==> config.mk <==
export PLATFORM = sky130hd
export DESIGN_NAME = ultrasonic_guarded_motor_drive
export DESIGN_NICKNAME = d
export VERILOG_FILES = /design/src/rtl/ugmd_pkg.sv /design/src/rtl/ugmd_ranger.sv /design/src/rtl/ugmd_drive.sv /design/src/rtl/ultrasonic_guarded_motor_drive.sv
export SDC_FILE = /design/constraint.sdc
export NUM_CORES = 1
export LEC_CHECK = 0
export CORE_MARGIN = 8
export CORE_UTILIZATION = 50
export DETAILED_ROUTE_END_ITERATION = 6
export DONT_BUFFER_PORTS = 1
export PLACE_DENSITY = 0.64
export REMOVE_ABC_BUFFERS = 1
export SLEW_MARGIN = 20
export SYNTH_ARGS = -nofsm -noshare
export SYNTH_HDL_FRONTEND = slang
export SYNTH_SLANG_ARGS = --single-unit
==> constraint.sdc <==
create_clock -name clk -period 8.11 [get_ports clk]
set_input_delay 1.622 -clock clk [delete_from_list [all_inputs] [get_ports clk]]
set_output_delay 1.622 -clock clk [all_outputs]
set_load 0.02 [all_outputs]
==> src/rtl/ugmd_pkg.sv <==
// ----------------------------------------------------------------------------
// ugmd_pkg
// Shared types and constants of the guarded motor drive: motion and command
// codes, ranger phases, field widths and the packed stream items.
// ----------------------------------------------------------------------------
package ugmd_pkg;

	// field widths
	localparam int DUTY_W     = 7;
	localparam int REV_W      = 9;
	localparam int INTERVAL_W = 22;
	localparam int TIMEOUT_W  = 18;
	localparam int DEAD_W     = 17;
	localparam int DIST_W     = 13;
	localparam int SINCE_W    = 23;
	localparam int CFG_DATA_W = 22;
	localparam int CFG_IDX_W  = 3;
	localparam int REV_US_W   = 15;

	// ranger timing and range, in microsecond ticks
	localparam logic [TIMEOUT_W-1:0] TRIG_LOW_US  = 18'd2;
	localparam logic [TIMEOUT_W-1:0] TRIG_HIGH_US = 18'd10;
	localparam int                   US_PER_CM    = 58;
	localparam logic [TIMEOUT_W-1:0] MIN_WIDTH_US = 18'd116;   // 2 cm
	localparam logic [TIMEOUT_W-1:0] MAX_WIDTH_US = 18'd23200; // 400 cm
	localparam logic [SINCE_W-1:0]   SINCE_MAX    = 23'h7FFFFF;

	// floor(16*w/58) = floor(8*w/29), done as (8*w * RECIP) >> SHIFT,
	// exact for 8*w below 330586
	localparam logic [22:0] DIST_RECIP = 23'd4628198;
	localparam int          DIST_SHIFT = 27;

	localparam logic [DUTY_W-1:0] DUTY_MAX = 7'd100;

	// configuration register indexes
	localparam logic [CFG_IDX_W-1:0] CFG_SLOW_DUTY   = 3'd0;
	localparam logic [CFG_IDX_W-1:0] CFG_FAST_DUTY   = 3'd1;
	localparam logic [CFG_IDX_W-1:0] CFG_REV_STOP_CM = 3'd2;
	localparam logic [CFG_IDX_W-1:0] CFG_INTERVAL_US = 3'd3;
	localparam logic [CFG_IDX_W-1:0] CFG_TIMEOUT_US  = 3'd4;
	localparam logic [CFG_IDX_W-1:0] CFG_DEAD_US     = 3'd5;

	// command codes
	localparam logic [2:0] CMD_STOP     = 3'd0;
	localparam logic [2:0] CMD_FORWARD  = 3'd1;
	localparam logic [2:0] CMD_BACKWARD = 3'd2;
	localparam logic [2:0] CMD_LEFT     = 3'd3;
	localparam logic [2:0] CMD_RIGHT    = 3'd4;
	localparam logic [2:0] CMD_SLOW     = 3'd5;
	localparam logic [2:0] CMD_FAST     = 3'd6;

	typedef enum logic [2:0] {
		MOT_STOP     = 3'd0,
		MOT_FORWARD  = 3'd1,
		MOT_BACKWARD = 3'd2,
		MOT_LEFT     = 3'd3,
		MOT_RIGHT    = 3'd4
	} motion_t;

	typedef enum logic [2:0] {
		RNG_IDLE      = 3'd0,
		RNG_TRIG_LOW  = 3'd1,
		RNG_TRIG_HIGH = 3'd2,
		RNG_WAIT_ECHO = 3'd3,
		RNG_ECHO_HIGH = 3'd4
	} rng_phase_t;

	typedef struct packed {
		logic       echo_level;
		logic       command_valid;
		logic [2:0] command_code;
	} in_item_t;

	// ranger report for the tick being processed
	typedef struct packed {
		logic              near;
		logic              done;
		logic              ok;
		logic [DIST_W-1:0] distance;
		logic              trigger;
	} rng_out_t;

	// drive report for the tick being processed
	typedef struct packed {
		logic              left_a;
		logic              left_b;
		logic              right_a;
		logic              right_b;
		logic [DUTY_W-1:0] duty;
		motion_t           motion;
		logic              close;
	} drv_out_t;

	// result item, laid out as m_tdata (last member in the lowest bits)
	typedef struct packed {
		logic              pad;
		logic [2:0]        motion_now;
		logic              too_close;
		logic              reading_done;
		logic              distance_ok;
		logic [DIST_W-1:0] distance_sixteenths;
		logic              trigger_level;
		logic [DUTY_W-1:0] duty_percent;
		logic              right_in_b;
		logic              right_in_a;
		logic              left_in_b;
		logic              left_in_a;
	} out_item_t;

endpackage

==> src/rtl/ugmd_ranger.sv <==
// ----------------------------------------------------------------------------
// ugmd_ranger
// Ultrasonic ranger sequencer: trigger pulse, echo timing with timeouts and
// conversion of the echo width to sixteenths of a centimetre.
// ----------------------------------------------------------------------------
module ugmd_ranger (
	input  logic                                clk,
	input  logic                                arst_n,
	input  logic                                advance,
	input  logic                                echo_level,
	input  logic [ugmd_pkg::INTERVAL_W-1:0]     measure_interval_us,
	input  logic [ugmd_pkg::TIMEOUT_W-1:0]      echo_timeout_us,
	input  logic [ugmd_pkg::REV_US_W-1:0]       rev_stop_us,
	output ugmd_pkg::rng_out_t                  report
);

	ugmd_pkg::rng_phase_t                phase_q, phase_d;
	logic [ugmd_pkg::TIMEOUT_W-1:0]      cnt_q, cnt_d;
	logic [ugmd_pkg::TIMEOUT_W-1:0]      width_q, width_d;
	logic [ugmd_pkg::SINCE_W-1:0]        since_q, since_d;
	logic [ugmd_pkg::DIST_W-1:0]         dist_q, dist_d;
	logic                                ok_q, ok_d;
	logic                                finish, fail, done, near;
	logic [ugmd_pkg::TIMEOUT_W-1:0]      width_x8;
	logic [40:0]                         quot_prod;

	// width is only used when within range (below 2^15), so 8*w fits 18 bits
	assign width_x8  = {width_q[14:0], 3'b000};
	assign quot_prod = 41'(width_x8) * 41'(ugmd_pkg::DIST_RECIP);

	always_comb begin
		phase_d = phase_q;
		cnt_d   = cnt_q;
		width_d = width_q;
		dist_d  = dist_q;
		ok_d    = ok_q;
		finish  = 1'b0;
		fail    = 1'b0;
		done    = 1'b0;
		near    = 1'b0;
		since_d = (since_q != ugmd_pkg::SINCE_MAX) ? since_q + 1'b1 : since_q;

		case (phase_q)
			ugmd_pkg::RNG_IDLE: begin
				if (since_d > {1'b0, measure_interval_us}) begin
					since_d = '0;
					phase_d = ugmd_pkg::RNG_TRIG_LOW;
					cnt_d   = 18'd1;
				end
			end
			ugmd_pkg::RNG_TRIG_LOW: begin
				if (cnt_q >= ugmd_pkg::TRIG_LOW_US) begin
					phase_d = ugmd_pkg::RNG_TRIG_HIGH;
					cnt_d   = 18'd1;
				end else begin
					cnt_d = cnt_q + 1'b1;
				end
			end
			ugmd_pkg::RNG_TRIG_HIGH: begin
				if (cnt_q >= ugmd_pkg::TRIG_HIGH_US) begin
					phase_d = ugmd_pkg::RNG_WAIT_ECHO;
					cnt_d   = '0;
				end else begin
					cnt_d = cnt_q + 1'b1;
				end
			end
			ugmd_pkg::RNG_WAIT_ECHO: begin
				if (echo_level) begin
					phase_d = ugmd_pkg::RNG_ECHO_HIGH;
					width_d = 18'd1;
				end else if (cnt_q >= echo_timeout_us) begin
					fail = 1'b1;
				end else begin
					cnt_d = cnt_q + 1'b1;
				end
			end
			ugmd_pkg::RNG_ECHO_HIGH: begin
				if (!echo_level) begin
					finish = 1'b1;
				end else if (width_q >= echo_timeout_us) begin
					fail = 1'b1;
				end else begin
					width_d = width_q + 1'b1;
				end
			end
			default: begin
				phase_d = ugmd_pkg::RNG_IDLE;
			end
		endcase

		if (finish) begin
			if (width_q < ugmd_pkg::MIN_WIDTH_US || width_q > ugmd_pkg::MAX_WIDTH_US) begin
				fail = 1'b1;
			end else begin
				dist_d  = quot_prod[ugmd_pkg::DIST_SHIFT +: ugmd_pkg::DIST_W];
				ok_d    = 1'b1;
				done    = 1'b1;
				phase_d = ugmd_pkg::RNG_IDLE;
				cnt_d   = '0;
				near    = (width_q < {3'b000, rev_stop_us});
			end
		end
		if (fail) begin
			dist_d  = '0;
			ok_d    = 1'b0;
			done    = 1'b1;
			phase_d = ugmd_pkg::RNG_IDLE;
			cnt_d   = '0;
		end
	end

	always_comb begin
		report.near     = near;
		report.done     = done;
		report.ok       = ok_d;
		report.distance = dist_d;
		report.trigger  = (phase_d == ugmd_pkg::RNG_TRIG_HIGH);
	end

	always_ff @(posedge clk or negedge arst_n) begin
		if (!arst_n) begin
			phase_q <= ugmd_pkg::RNG_IDLE;
			cnt_q   <= '0;
			width_q <= '0;
			since_q <= '0;
			dist_q  <= '0;
			ok_q    <= 1'b0;
		end else if (advance) begin
			phase_q <= phase_d;
			cnt_q   <= cnt_d;
			width_q <= width_d;
			since_q <= since_d;
			dist_q  <= dist_d;
			ok_q    <= ok_d;
		end
	end

endmodule

==> src/rtl/ugmd_drive.sv <==
// ----------------------------------------------------------------------------
// ugmd_drive
// Motion control of the two bridge channels: command decode, dead time
// before each new motion, speed selection and the automatic reverse stop.
// ----------------------------------------------------------------------------
module ugmd_drive (
	input  logic                            clk,
	input  logic                            arst_n,
	input  logic                            advance,
	input  logic                            command_valid,
	input  logic [2:0]                      command_code,
	input  logic                            near,
	input  logic [ugmd_pkg::DEAD_W-1:0]     dead_time_us,
	input  logic [ugmd_pkg::DUTY_W-1:0]     slow_duty,
	input  logic [ugmd_pkg::DUTY_W-1:0]     fast_duty,
	output ugmd_pkg::drv_out_t              report
);

	ugmd_pkg::motion_t               motion_q, motion_d;
	ugmd_pkg::motion_t               pending_q, pending_d;
	logic                            fast_q, fast_d;
	logic                            pend_fast_q, pend_fast_d;
	logic                            appl_fast_q, appl_fast_d;
	logic [ugmd_pkg::DEAD_W-1:0]     dead_q, dead_d;
	logic                            close;
	logic [ugmd_pkg::DUTY_W-1:0]     duty_sel;

	always_comb begin
		motion_d    = motion_q;
		pending_d   = pending_q;
		fast_d      = fast_q;
		pend_fast_d = pend_fast_q;
		appl_fast_d = appl_fast_q;
		dead_d      = dead_q;
		close       = 1'b0;

		// count down the dead time, apply the held motion when it runs out
		if (dead_q != '0) begin
			dead_d = dead_q - 1'b1;
			if (dead_q == 17'd1) begin
				motion_d    = pending_q;
				appl_fast_d = pend_fast_q;
				pending_d   = ugmd_pkg::MOT_STOP;
			end
		end

		if (command_valid) begin
			case (command_code)
				ugmd_pkg::CMD_STOP: begin
					motion_d  = ugmd_pkg::MOT_STOP;
					dead_d    = '0;
					pending_d = ugmd_pkg::MOT_STOP;
				end
				ugmd_pkg::CMD_FORWARD, ugmd_pkg::CMD_BACKWARD,
				ugmd_pkg::CMD_LEFT, ugmd_pkg::CMD_RIGHT: begin
					if (dead_time_us == '0) begin
						motion_d    = ugmd_pkg::motion_t'(command_code);
						appl_fast_d = fast_d;
						dead_d      = '0;
						pending_d   = ugmd_pkg::MOT_STOP;
					end else begin
						motion_d    = ugmd_pkg::MOT_STOP;
						pending_d   = ugmd_pkg::motion_t'(command_code);
						pend_fast_d = fast_d;
						dead_d      = dead_time_us;
					end
				end
				ugmd_pkg::CMD_SLOW: fast_d = 1'b0;
				ugmd_pkg::CMD_FAST: fast_d = 1'b1;
				default: ;
			endcase
		end

		// obstacle close behind while reversing: stop
		if (near && motion_d == ugmd_pkg::MOT_BACKWARD) begin
			motion_d = ugmd_pkg::MOT_STOP;
			close    = 1'b1;
		end
	end

	assign duty_sel = appl_fast_d ? fast_duty : slow_duty;

	always_comb begin
		report.left_a  = 1'b0;
		report.left_b  = 1'b0;
		report.right_a = 1'b0;
		report.right_b = 1'b0;
		report.duty    = '0;
		report.motion  = motion_d;
		report.close   = close;
		case (motion_d)
			ugmd_pkg::MOT_FORWARD: begin
				report.left_a  = 1'b1;
				report.right_a = 1'b1;
			end
			ugmd_pkg::MOT_BACKWARD: begin
				report.left_b  = 1'b1;
				report.right_b = 1'b1;
			end
			ugmd_pkg::MOT_LEFT: begin
				report.left_b  = 1'b1;
				report.right_a = 1'b1;
			end
			ugmd_pkg::MOT_RIGHT: begin
				report.left_a  = 1'b1;
				report.right_b = 1'b1;
			end
			default: ;
		endcase
		if (motion_d != ugmd_pkg::MOT_STOP) begin
			report.duty = (duty_sel > ugmd_pkg::DUTY_MAX) ? ugmd_pkg::DUTY_MAX : duty_sel;
		end
	end

	always_ff @(posedge clk or negedge arst_n) begin
		if (!arst_n) begin
			motion_q    <= ugmd_pkg::MOT_STOP;
			pending_q   <= ugmd_pkg::MOT_STOP;
			fast_q      <= 1'b0;
			pend_fast_q <= 1'b0;
			appl_fast_q <= 1'b0;
			dead_q      <= '0;
		end else if (advance) begin
			motion_q    <= motion_d;
			pending_q   <= pending_d;
			fast_q      <= fast_d;
			pend_fast_q <= pend_fast_d;
			appl_fast_q <= appl_fast_d;
			dead_q      <= dead_d;
		end
	end

endmodule

==> src/rtl/ultrasonic_guarded_motor_drive.sv <==
// ----------------------------------------------------------------------------
// ultrasonic_guarded_motor_drive
// Two-channel bridge drive with dead time, guarded by an ultrasonic ranger.
// ----------------------------------------------------------------------------
// Usage:
// Each slave-side transfer is one microsecond tick: the sampled echo pin and
// an optional drive command (tuser marks a command). Every tick gives exactly
// one master-side transfer with the bridge pins, duty, trigger pin level, the
// latest distance reading and the event flags for that tick.
// The tick is held in an input register, processed in one pass and the
// result held in an output register, which drives m_tdata; one tick is
// taken per cycle while results flow.
// A stalled receiver holds the result in place; a tick already in the input
// register is held there and tready drops at once until the result moves on
// (an empty input register still takes one more tick first).
// Reset leaves the car stopped, slow speed selected, the ranger idle and the
// registers at their defaults (slow 70 %, fast 90 %, reverse stop 20 cm,
// interval 2 s, echo timeout 250 ms, dead time 100 ms).
// Registers are written on the cfg channel, always ready; write them only
// while no tick is in flight. Indexes outside the list are dropped.
// ----------------------------------------------------------------------------
module ultrasonic_guarded_motor_drive (
	input  logic                               clk,
	input  logic                               arst_n,
	input  logic                               s_tvalid,
	output logic                               s_tready,
	input  logic [7:0]                         s_tdata,   // echo_level, command_code, zeros
	input  logic                               s_tuser,   // command_valid
	output logic                               m_tvalid,
	input  logic                               m_tready,
	// left_in_a, left_in_b, right_in_a, right_in_b, duty_percent, trigger_level,
	// distance_sixteenths, distance_ok, reading_done, too_close, motion_now, zero
	output logic [31:0]                        m_tdata,
	input  logic                               cfg_valid,
	output logic                               cfg_ready,
	input  logic [ugmd_pkg::CFG_IDX_W-1:0]     cfg_index,
	input  logic [ugmd_pkg::CFG_DATA_W-1:0]    cfg_data
);

	logic [ugmd_pkg::DUTY_W-1:0]      slow_duty_q, fast_duty_q;
	logic [ugmd_pkg::REV_US_W-1:0]    rev_stop_us_q;
	logic [ugmd_pkg::INTERVAL_W-1:0]  interval_q;
	logic [ugmd_pkg::TIMEOUT_W-1:0]   timeout_q;
	logic [ugmd_pkg::DEAD_W-1:0]      dead_time_q;

	ugmd_pkg::in_item_t               item_s1;
	logic                             valid_s1;
	ugmd_pkg::out_item_t              result_q;
	logic                             out_valid_q;
	logic                             advance;
	ugmd_pkg::rng_out_t               rng;
	ugmd_pkg::drv_out_t               drv;
	ugmd_pkg::out_item_t              result_d;
	logic [ugmd_pkg::REV_US_W-1:0]    rev_stop_us_d;

	assign advance   = valid_s1 && (!out_valid_q || m_tready);
	assign s_tready  = !valid_s1 || advance;
	assign m_tvalid  = out_valid_q;
	assign m_tdata   = result_q;
	assign cfg_ready = 1'b1;

	// reverse stop threshold kept as an echo width in ticks
	assign rev_stop_us_d = ugmd_pkg::REV_US_W'(cfg_data[ugmd_pkg::REV_W-1:0] *
		ugmd_pkg::REV_US_W'(ugmd_pkg::US_PER_CM));

	always_ff @(posedge clk or negedge arst_n) begin
		if (!arst_n) begin
			slow_duty_q   <= 7'd70;
			fast_duty_q   <= 7'd90;
			rev_stop_us_q <= 15'd1160;
			interval_q    <= 22'd2000000;
			timeout_q     <= 18'd250000;
			dead_time_q   <= 17'd100000;
		end else if (cfg_valid && cfg_ready) begin
			case (cfg_index)
				ugmd_pkg::CFG_SLOW_DUTY:   slow_duty_q   <= cfg_data[ugmd_pkg::DUTY_W-1:0];
				ugmd_pkg::CFG_FAST_DUTY:   fast_duty_q   <= cfg_data[ugmd_pkg::DUTY_W-1:0];
				ugmd_pkg::CFG_REV_STOP_CM: rev_stop_us_q <= rev_stop_us_d;
				ugmd_pkg::CFG_INTERVAL_US: interval_q    <= cfg_data[ugmd_pkg::INTERVAL_W-1:0];
				ugmd_pkg::CFG_TIMEOUT_US:  timeout_q     <= cfg_data[ugmd_pkg::TIMEOUT_W-1:0];
				ugmd_pkg::CFG_DEAD_US:     dead_time_q   <= cfg_data[ugmd_pkg::DEAD_W-1:0];
				default: ;
			endcase
		end
	end

	// input register
	always_ff @(posedge clk or negedge arst_n) begin
		if (!arst_n) begin
			valid_s1 <= 1'b0;
		end else if (s_tready) begin
			valid_s1 <= s_tvalid;
		end
	end

	always_ff @(posedge clk) begin
		if (s_tvalid && s_tready) begin
			item_s1.echo_level    <= s_tdata[0];
			item_s1.command_valid <= s_tuser;
			item_s1.command_code  <= s_tdata[3:1];
		end
	end

	ugmd_ranger u_ranger (
		.clk                 (clk),
		.arst_n              (arst_n),
		.advance             (advance),
		.echo_level          (item_s1.echo_level),
		.measure_interval_us (interval_q),
		.echo_timeout_us     (timeout_q),
		.rev_stop_us         (rev_stop_us_q),
		.report              (rng)
	);

	ugmd_drive u_drive (
		.clk           (clk),
		.arst_n        (arst_n),
		.advance       (advance),
		.command_valid (item_s1.command_valid),
		.command_code  (item_s1.command_code),
		.near          (rng.near),
		.dead_time_us  (dead_time_q),
		.slow_duty     (slow_duty_q),
		.fast_duty     (fast_duty_q),
		.report        (drv)
	);

	always_comb begin
		result_d.pad                 = 1'b0;
		result_d.motion_now          = drv.motion;
		result_d.too_close           = drv.close;
		result_d.reading_done        = rng.done;
		result_d.distance_ok         = rng.ok;
		result_d.distance_sixteenths = rng.distance;
		result_d.trigger_level       = rng.trigger;
		result_d.duty_percent        = drv.duty;
		result_d.right_in_b          = drv.right_b;
		result_d.right_in_a          = drv.right_a;
		result_d.left_in_b           = drv.left_b;
		result_d.left_in_a           = drv.left_a;
	end

	// output register
	always_ff @(posedge clk or negedge arst_n) begin
		if (!arst_n) begin
			out_valid_q <= 1'b0;
		end else if (advance) begin
			out_valid_q <= 1'b1;
		end else if (m_tready) begin
			out_valid_q <= 1'b0;
		end
	end

	always_ff @(posedge clk) begin
		if (advance) begin
			result_q <= result_d;
		end
	end

	// a held tick is never dropped while the output is stalled
	assert property (@(posedge clk) disable iff (!arst_n)
		valid_s1 && !advance |=> valid_s1 && $stable(item_s1))
		else $error("held tick lost while output stalled");

	// stopped means all bridge pins low and no duty
	assert property (@(posedge clk) disable iff (!arst_n)
		out_valid_q && result_q.motion_now == ugmd_pkg::MOT_STOP |->
		result_q.duty_percent == '0 && !result_q.left_in_a && !result_q.left_in_b &&
		!result_q.right_in_a && !result_q.right_in_b)
		else $error("bridge driven while stopped");

	// never both inputs of one bridge high
	assert property (@(posedge clk) disable iff (!arst_n)
		out_valid_q |-> !(result_q.left_in_a && result_q.left_in_b) &&
		!(result_q.right_in_a && result_q.right_in_b))
		else $error("bridge shoot-through");

	// an automatic stop comes only with a good reading
	assert property (@(posedge clk) disable iff (!arst_n)
		out_valid_q && result_q.too_close |->
		result_q.reading_done && result_q.distance_ok &&
		result_q.motion_now == ugmd_pkg::MOT_STOP)
		else $error("reverse stop without a valid reading");

	// a finished reading returns the ranger to idle, trigger low
	assert property (@(posedge clk) disable iff (!arst_n)
		out_valid_q && result_q.reading_done |-> !result_q.trigger_level)
		else $error("trigger high on reading completion");

endmodule

### After elaboration in Yosys (flattened, before gate mapping)

Cells that the tools add are included.

* register bits: 225
* bits in latches: 0
* memory bits (writable): 0
* bits in read-only memories: 0
* bits of input ports: 39
* output and inout bits: 35
* memories kept: 0

* add/subtract/negate cells: 4
* $mul: 2
* divide/modulo/power cells: 0
* $lt $le $gt $ge: 9
* equality and inequality tests: 26
* shift-type cells: 0
* muxes and demuxes: 73
* bitwise operators: 2
* reductions and logical operators: 32

Operators by type and width (number)
* $mux W18: 11
* $pmux W18 S4: 1
* $mux W23: 3
* $mux W17: 3
* $mux W3: 16
* $mux W13: 3
* $add A18 B1 Y18 const B: 2
* $ge A18 B18 Y1: 2
* $mul A15 B22 Y36 const B: 1
* $pmux W18 S2: 1
* $pmux W17 S2: 1
* $eq A3 B2 Y1 const B: 10
* $mux W1: 27
* $add A23 B1 Y23 const B: 1
* $gt A23 B22 Y1: 1
* $ne A23 B23 Y1 const B: 1
* $eq A3 B3 Y1 const B: 7
* $ge A18 B2 Y1 const B: 1
* $ge A18 B4 Y1 const B: 1
* $gt A18 B15 Y1 const B: 1
* $lt A18 B15 Y1: 1
* $lt A18 B7 Y1 const B: 1
* $eq A17 B1 Y1 const B: 1
* $logic_not A17 Y1: 1
* other kinds (23): 50

### Depth between registers and ports, before layout

Gate-level depths: netlist of the first run.

* depth after elaboration: 11
* depth in mapped cells: 23
* gate-level depth less buffers: 22

### Hierarchy

A second synthesis of the first run with hierarchy kept.

* cells, all modules: 2002
* area, all modules: 19665.1 um2

By module, submodules not included
* ugmd_ranger: times used 1, cells an instance 1351, area an instance 12119.1 um2
* ultrasonic_guarded_motor_drive: times used 1, cells an instance 392, area an instance 5471.5 um2
* ugmd_drive: times used 1, cells an instance 259, area an instance 2074.5 um2

### Least setup slack after synthesis of the first run

Ideal clock, no wire load.

* path type: register to register
* start: reg u_ranger.width_q[12] (netlist bit)
* end: reg u_ranger.dist_q[9] (netlist bit)
* library setup time: 0.104 ns
* data arrival time: 6.101 ns
* data required time: 8.006 ns
* setup slack: 1.905 ns
* cell stages (with the launch flop): 22
* clock period less this slack: 6.205 ns
* path through: dfrtp_1 > fa_1 > xor2_1 > ha_1 > a21oi_1 > fa_1 > inv_1 > fa_1 > fa_1 > inv_1 > fa_1 > inv_1 > ha_1 > a21oi_1 > o21ai_0 > a2111oi_4 > o32ai_4 > a311o_1 > a211oi_1 > o31ai_1 > xnor2_1 > a221oi_1

* word-level cells in the longest chain between the ends: 7
* elaborated cells on any way between the ends: 13
* classes of those cells: mul: 1; order compare: 3; mux: 8; reduce/logical: 1

RTL lines
* start: declaration: line ugmd_ranger.sv:19 `logic [ugmd_pkg::TIMEOUT_W-1:0] width_q, width_d;`
* start signal: assignment: line ugmd_ranger.sv:131 `width_q <= width_d;`
* branches (longest 6 deep; another with $mul A15 B22 Y36)
* $mux W13 *: line ugmd_ranger.sv:103 `if (fail) begin`
* end signal: assignment: line ugmd_ranger.sv:133 `dist_q <= dist_d;`
* end: declaration: line ugmd_ranger.sv:21 `logic [ugmd_pkg::DIST_W-1:0] dist_q, dist_d;`

Every way passes the cells marked *.
A chain may end at the register's enable or synchronous reset.

### Final worst setup path of the first run

Ends and elaborated chain as after synthesis.

==> results.toml, run 1 <==
[timing]
grt_setup_unrepaired = "false"
fin_crit_sh_pct = 85.0
tightest_slew_ns = 0.974
hold_viol = 0
setup_slack_ns = 1.22
max_slew_margin_pct = 34.9
min_period_ns = 6.89
fin_tns_setup_ns = 0
maxSlewViolCount = 0
skew_ns = 0.0301
fmax_mhz = 145
setup_viol = 0

[final_layout]
final_common_cell = "inv_1"
diodes = 0
nNetsFinal = 2334
area_delta_synth_final_pct = 7.66
layout-drive-gt1-share_pct = 9.33
mostFrequentLayoutCells = "inv_1, ha_1, nand2_1"

[clock_network]
postCtsHoldBufs = 0
cts_buffer_depth = 3
cts_root_buffer = "clkbuf_16"
path_clk_slew_ns = 0.06
cts_made_buffers = 28
post_cts_buffers = 0
cts_tree = "done"
insertion_delay_ns = 0.56
cts_sinks = 225
cts-resized-gates = 0
htree_levels = 1

[routing]
drt-pass1-iter-count = 7
avgViaCountPerCell = 5.70
route.final.wire_length_um = 46300
vias = 13960
drtIter0Drc = 896
avgRoutedWirePerCell_um = 18.9
drcViolationCount = 0
ant_nets = 0

[yosys]
async_flop_share_pct = 84.0
synth_area_um2 = 19000
synth_top_area_share_pct = 21.0
netlist_instances = 1929
synth_flop_cell = "dfrtp_1"
ys_seq_area_share_pct = 30.8
yosys.cell_types.count = 85
ys_seq_elements = 225
synthTopCellsByArea = "dfrtp_1, ha_1, fa_1"
ys_warn_count = 0
yosys.area.top_type = "dfrtp_1"
synth-edff-count = 36
syn_area_per_cell_um2 = 9.83

[global_route]
grt_overflow = 0
antenna_found_initial = 0
grt_usage_pct = 21.3
grt_pass1_vias = 14379
grt_pass1_wl_um = 76400
grt_max_degree = 190

[floorplanning]
rows = 71
dieArea_um2 = 44400
io_pins = 74
core_um2 = 37500
initial_core_util_pct = 50.6
die_w_um = 211
dieHeight_um = 211

[critical_path]
reg2regPathDepth = 21
path_cells = "inv_1, ha_1, inv_1, fa_1, inv_1, fa_1, inv_1, fa_1, fa_1, inv_1, ha_1, ha_1, nand4_1, nor3_1, a2111oi_4, o32ai_4, a311o_1, a211oi_1, o31ai_1, xnor2_1, a221oi_1"
max_stage_delay_ns = 0.74
cp.arrival_ns = 7.36
cpMaxStageDelayCell = "dfrtp_1"
rr_endpoint = "u_ranger.dist_q[9]"
crit_required_ns = 8.57
cp_common_cell = "inv_1"
reg2reg_from = "u_ranger.width_q[12]"
startpoint_type = "flop"
critPathKind = "flop to flop"
path_delay_family = "adder cells"
cp_max_fo = 12
end_kind = "flop"
rrSetupSlack_ns = 1.22
path_buf_inv = 5

[run]
maxCapViolations = 0

[status]
status = "finished clean"

[placement]
dpl_worst_slack_ns = 1.21
post-dp-hpwl_um = 35300
gp_congestion = 0.923
io_buffers = 0

[hold_path]
holdPathEnd = "u_drive.motion_q[2]"
min-delay-start = "u_drive.motion_q[2]"
hold_path.class = "flop to flop"
holdPathStages = 2
-- Yosys cell counts (all sizes together) (19+ instances only) --
| cell | count |
|---|---|
| mux2 | 57 |
| inv | 271 |
| a21oi | 90 |
| fa | 120 |
| xnor2 | 39 |
| dfrtp | 159 |
| ha | 257 |
| nor4 | 19 |
| nand2b | 22 |
| xor2 | 20 |
| o21ai | 119 |
| edfxtp | 36 |
| a21o | 26 |
| nor3 | 32 |
| clkbuf | 41 |
| nor2 | 98 |
| nand4 | 22 |
| nand3 | 47 |
| nand2 | 169 |
| dfstp | 30 |
-- per-stage QoR --
step / hold WS (ns) / cells / cell area (um2) / util [%]
after global routing: 0.506 / 2451 / 20400 / 54.4
after CTS: 0.479 / 2451 / 20400 / 54.4
after global placement: 0.455 / 2399 / 19500 / 52.0
final: 0.483 / 2451 / 20400 / 54.4
after floorplan: 0.442 / 1878 / 18700 / -
after detailed placement: 0.465 / 2399 / 19500 / 52.0
-- tightest hold or removal path: cells and delay by family, from the launching register on --
| kind | cells | cell delay, ns |
|---|---|---|
| AOI/OAI and AO/OA | 1 | 0.06 |
| and+or+nand+nor | 1 | 0.04 |
| DFF | 1 | 0.34 |
-- state kept, by name, indices dropped and copies added (netlist names), 5 cells and up --
| register | count |
|---|---|
| interval_q | 22 |
| u_ranger.dist_q | 13 |
| u_ranger.since_q | 23 |
| u_drive.dead_q | 17 |
| m_tdata | 31 |
| u_ranger.width_q | 18 |
| item_s1 | 5 |
| u_ranger.cnt_q | 18 |
| fast_duty_q | 7 |
| slow_duty_q | 7 |
| timeout_q | 18 |
| dead_time_q | 17 |
| rev_stop_us_q | 14 |
-- metal layers --
layer | global-route usage, % | share of wire, %
met5 | 0 | 0
met2 | 36.8 | 49
met4 | 6.27 | 2.5
met1 | 27.5 | 43
met3 | 3.28 | 5.6
-- worst max-delay path by stage --
stage	from	endpoint	slack (ns)	depth (start not counted)
after global placement	u_ranger.width_q[12]	u_ranger.dist_q[9]	1.29	21
final	u_ranger.width_q[12]	u_ranger.dist_q[9]	1.22	21
after floorplan	u_ranger.width_q[12]	u_ranger.dist_q[9]	1.90	21
after detailed placement	u_ranger.width_q[12]	u_ranger.dist_q[9]	1.21	21
after global routing	u_ranger.width_q[12]	m_tdata[24]	0.87	20
after CTS	u_ranger.width_q[12]	u_ranger.dist_q[9]	1.21	21
-- kinds of logic (layout without fill, tap and decap cells) --
kind of cell,count (synthesis),in the layout,share of synthesized area (%)
xor+xnor,59,59,2.73
fa+ha+maj,377,377,29.6
simple gates,487,487,12.7
mux,70,70,4.09
compound gates,387,387,13.5
buf+inv,322,333,6.47
other cells,2,2,0.0396
flops,225,225,30.8
-- final cells by class --
cell class                      instances  area (um2)
Sequential cell                       225        5850
Tap cell                              511         639
Fill cell                            3371       17100
Clock buffer                           29         726
Inverter                              271        1020
Multi-Input combinational cell       1382       11900
Timing Repair Buffer                   10        75.1
Clock inverter                         23         204
Power of run 1 is not shown: default switching activity piles up to over one toggle a cycle in this logic, so the estimate is an artifact.
==> run 2, diff against run 1 <==
==> constraint.sdc (replaced) <==
create_clock -name clk -period 6.9 [get_ports clk]
set_input_delay 1.38 -clock clk [delete_from_list [all_inputs] [get_ports clk]]
set_output_delay 1.38 -clock clk [all_outputs]
set_load 0.02 [all_outputs]
==> results.toml, run 2 (synthesized netlist as in run 1, its figures left out) <==
[status]
status = "finished clean"

[critical_path]
reg2reg_from = "u_ranger.width_q[12]"
cp_max_fo = 7
rr_endpoint = "m_tdata[21]"
startpoint_type = "flop"
crit_required_ns = 7.20
startpoint = "u_ranger.width_q[12]"
endpoint = "m_tdata[21]"
rrSetupSlack_ns = 0.35
critPathKind = "flop to flop"
end_kind = "flop"
cp.arrival_ns = 6.85
reg2regPathDepth = 20

[timing]
tightest_slew_ns = 0.931
hold_viol = 0
setup_slack_ns = 0.352
maxSlewViolCount = 0
hold-worst-slack_ns = 0.478
grt_setup_unrepaired = "false"
setup_viol = 0
min_period_ns = 6.55
max_slew_margin_pct = 37.7
fin_crit_sh_pct = 94.9
fin_tns_setup_ns = 0
fmax_mhz = 153
skew_ns = 0.0152

[routing]
vias = 13867
ant_nets = 0
avgViaCountPerCell = 5.62
drtIter0Drc = 890
drcViolationCount = 0
drt-pass1-iter-count = 5
route.final.wire_length_um = 46200
avgRoutedWirePerCell_um = 18.7

[global_route]
antenna_found_initial = 0
grt_pass1_wl_um = 77300
grt_max_degree = 190
grt_pass1_vias = 14471
grt_overflow = 0
grt_usage_pct = 21.4

[final_layout]
layout-drive-gt1-share_pct = 9.92
mostFrequentLayoutCells = "inv_1, ha_1, nand2_1"
diodes = 0
largest_reg_flops = 31
area_delta_synth_final_pct = 7.83
nNetsFinal = 2350
fill_cells = 3405
final_cell_area_um2 = 20400
final_common_cell = "inv_1"

[hold_path]
hold_path.class = "flop to flop"
holdPathStages = 2

[clock_network]
cts_root_buffer = "clkbuf_16"
path_clk_slew_ns = 0.06
cts_tree = "done"
htree_levels = 1
cts_buffer_depth = 3
insertion_delay_ns = 0.56
cts_sinks = 225
cts_made_buffers = 27

[placement]
dpl_worst_slack_ns = 0.258
post-dp-hpwl_um = 35700
io_buffers = 0
dpl_cell_area_um2 = 19600
gp_congestion = 0.943

[floorplanning]
rows = 71
core_um2 = 37500
initial_core_util_pct = 50.6
dieArea_um2 = 44400
dieHeight_um = 211
io_pins = 74
die_w_um = 211

[run]
maxCapViolations = 0
==> run 2: cell types whose count changed in the layout (fill, tap and decap cells not counted) <==
cell / before / now
a211oi_2: 0 / 1
clkbuf_1: 0 / 4
clkinv_1: 6 / 5
a211oi_1: 15 / 14
buf_4: 10 / 27
clkinvlp_4: 1 / 3
inv_16: 0 / 1
inv_6: 2 / 1
clkinv_4: 3 / 0
bufinv_16: 3 / 1
clkbuf_16: 29 / 27
==> run 2: worst min-delay path by stage <==
stage | startpoint | to | slack, ns
after CTS | u_drive.appl_fast_q | u_drive.appl_fast_q | 0.48
after global placement | u_drive.appl_fast_q | u_drive.appl_fast_q | 0.46
after global routing | arst_n | m_tvalid | 0.49
after detailed placement | u_drive.appl_fast_q | u_drive.appl_fast_q | 0.46
final | u_drive.motion_q[2] | u_drive.motion_q[2] | 0.48
after floorplan | u_drive.appl_fast_q | u_drive.appl_fast_q | 0.44
==> run 2: through the flow <==
step | utilization (%) | std cells
after floorplan | - | 1878
after global placement | 52.3 | 2416
after detailed placement | 52.3 | 2416
after CTS | 54.5 | 2466
after global routing | 54.5 | 2466
final | 54.5 | 2466
==> run 2: per-layer routing <==
layer | part of all wire (%) | track usage (%) | up-vias | wire (um)
li1 | - | - | 6674 | -
met1 | 44 | 27.9 | 6842 | 20300
met2 | 49 | 36.5 | 259 | 22600
met3 | 3.9 | 2.95 | 92 | 1790
met4 | 3.2 | 6.73 | 0 | 1460
met5 | 0 | 0 | - | 0
==> run 2: what timing repair did <==
item / CTS / global route
hold buffers: 0 / 0
setup endpoints to repair: 0 / 2
gates resized for setup: 0 / 1
setup buffers: 0 / 0
==> run 2: layout make-up <==
type                    instances  area, um2  area share [%]
clock inverters                19        140           0.686
repair buffers                 27        203           0.992
clock buffers                  31        691            3.38
multi-input cells            1382      11900            58.2
inverters                     271       1020            4.98
flip-flops and latches        225       5850            28.6
well taps                     511        639            3.13
==> run 2: worst max-delay path: stages, from the launching register on <==
cell and delay [ns]:
dfrtp_1 0.49, fa_1 0.69, xor2_1 0.23, ha_1 0.18, a21oi_1 0.05, fa_1 0.53, inv_1 0.06, fa_1 0.52
fa_1 0.55, inv_1 0.05, fa_1 0.53, inv_1 0.04, ha_1 0.31, a21oi_1 0.14, o21ai_0 0.16, a2111oi_4 0.48
o32ai_4 0.18, a311oi_2 0.48, a21oi_1 0.20, o41ai_1 0.30, nor3_1 0.11
Power of run 2 is left out for the same reason.
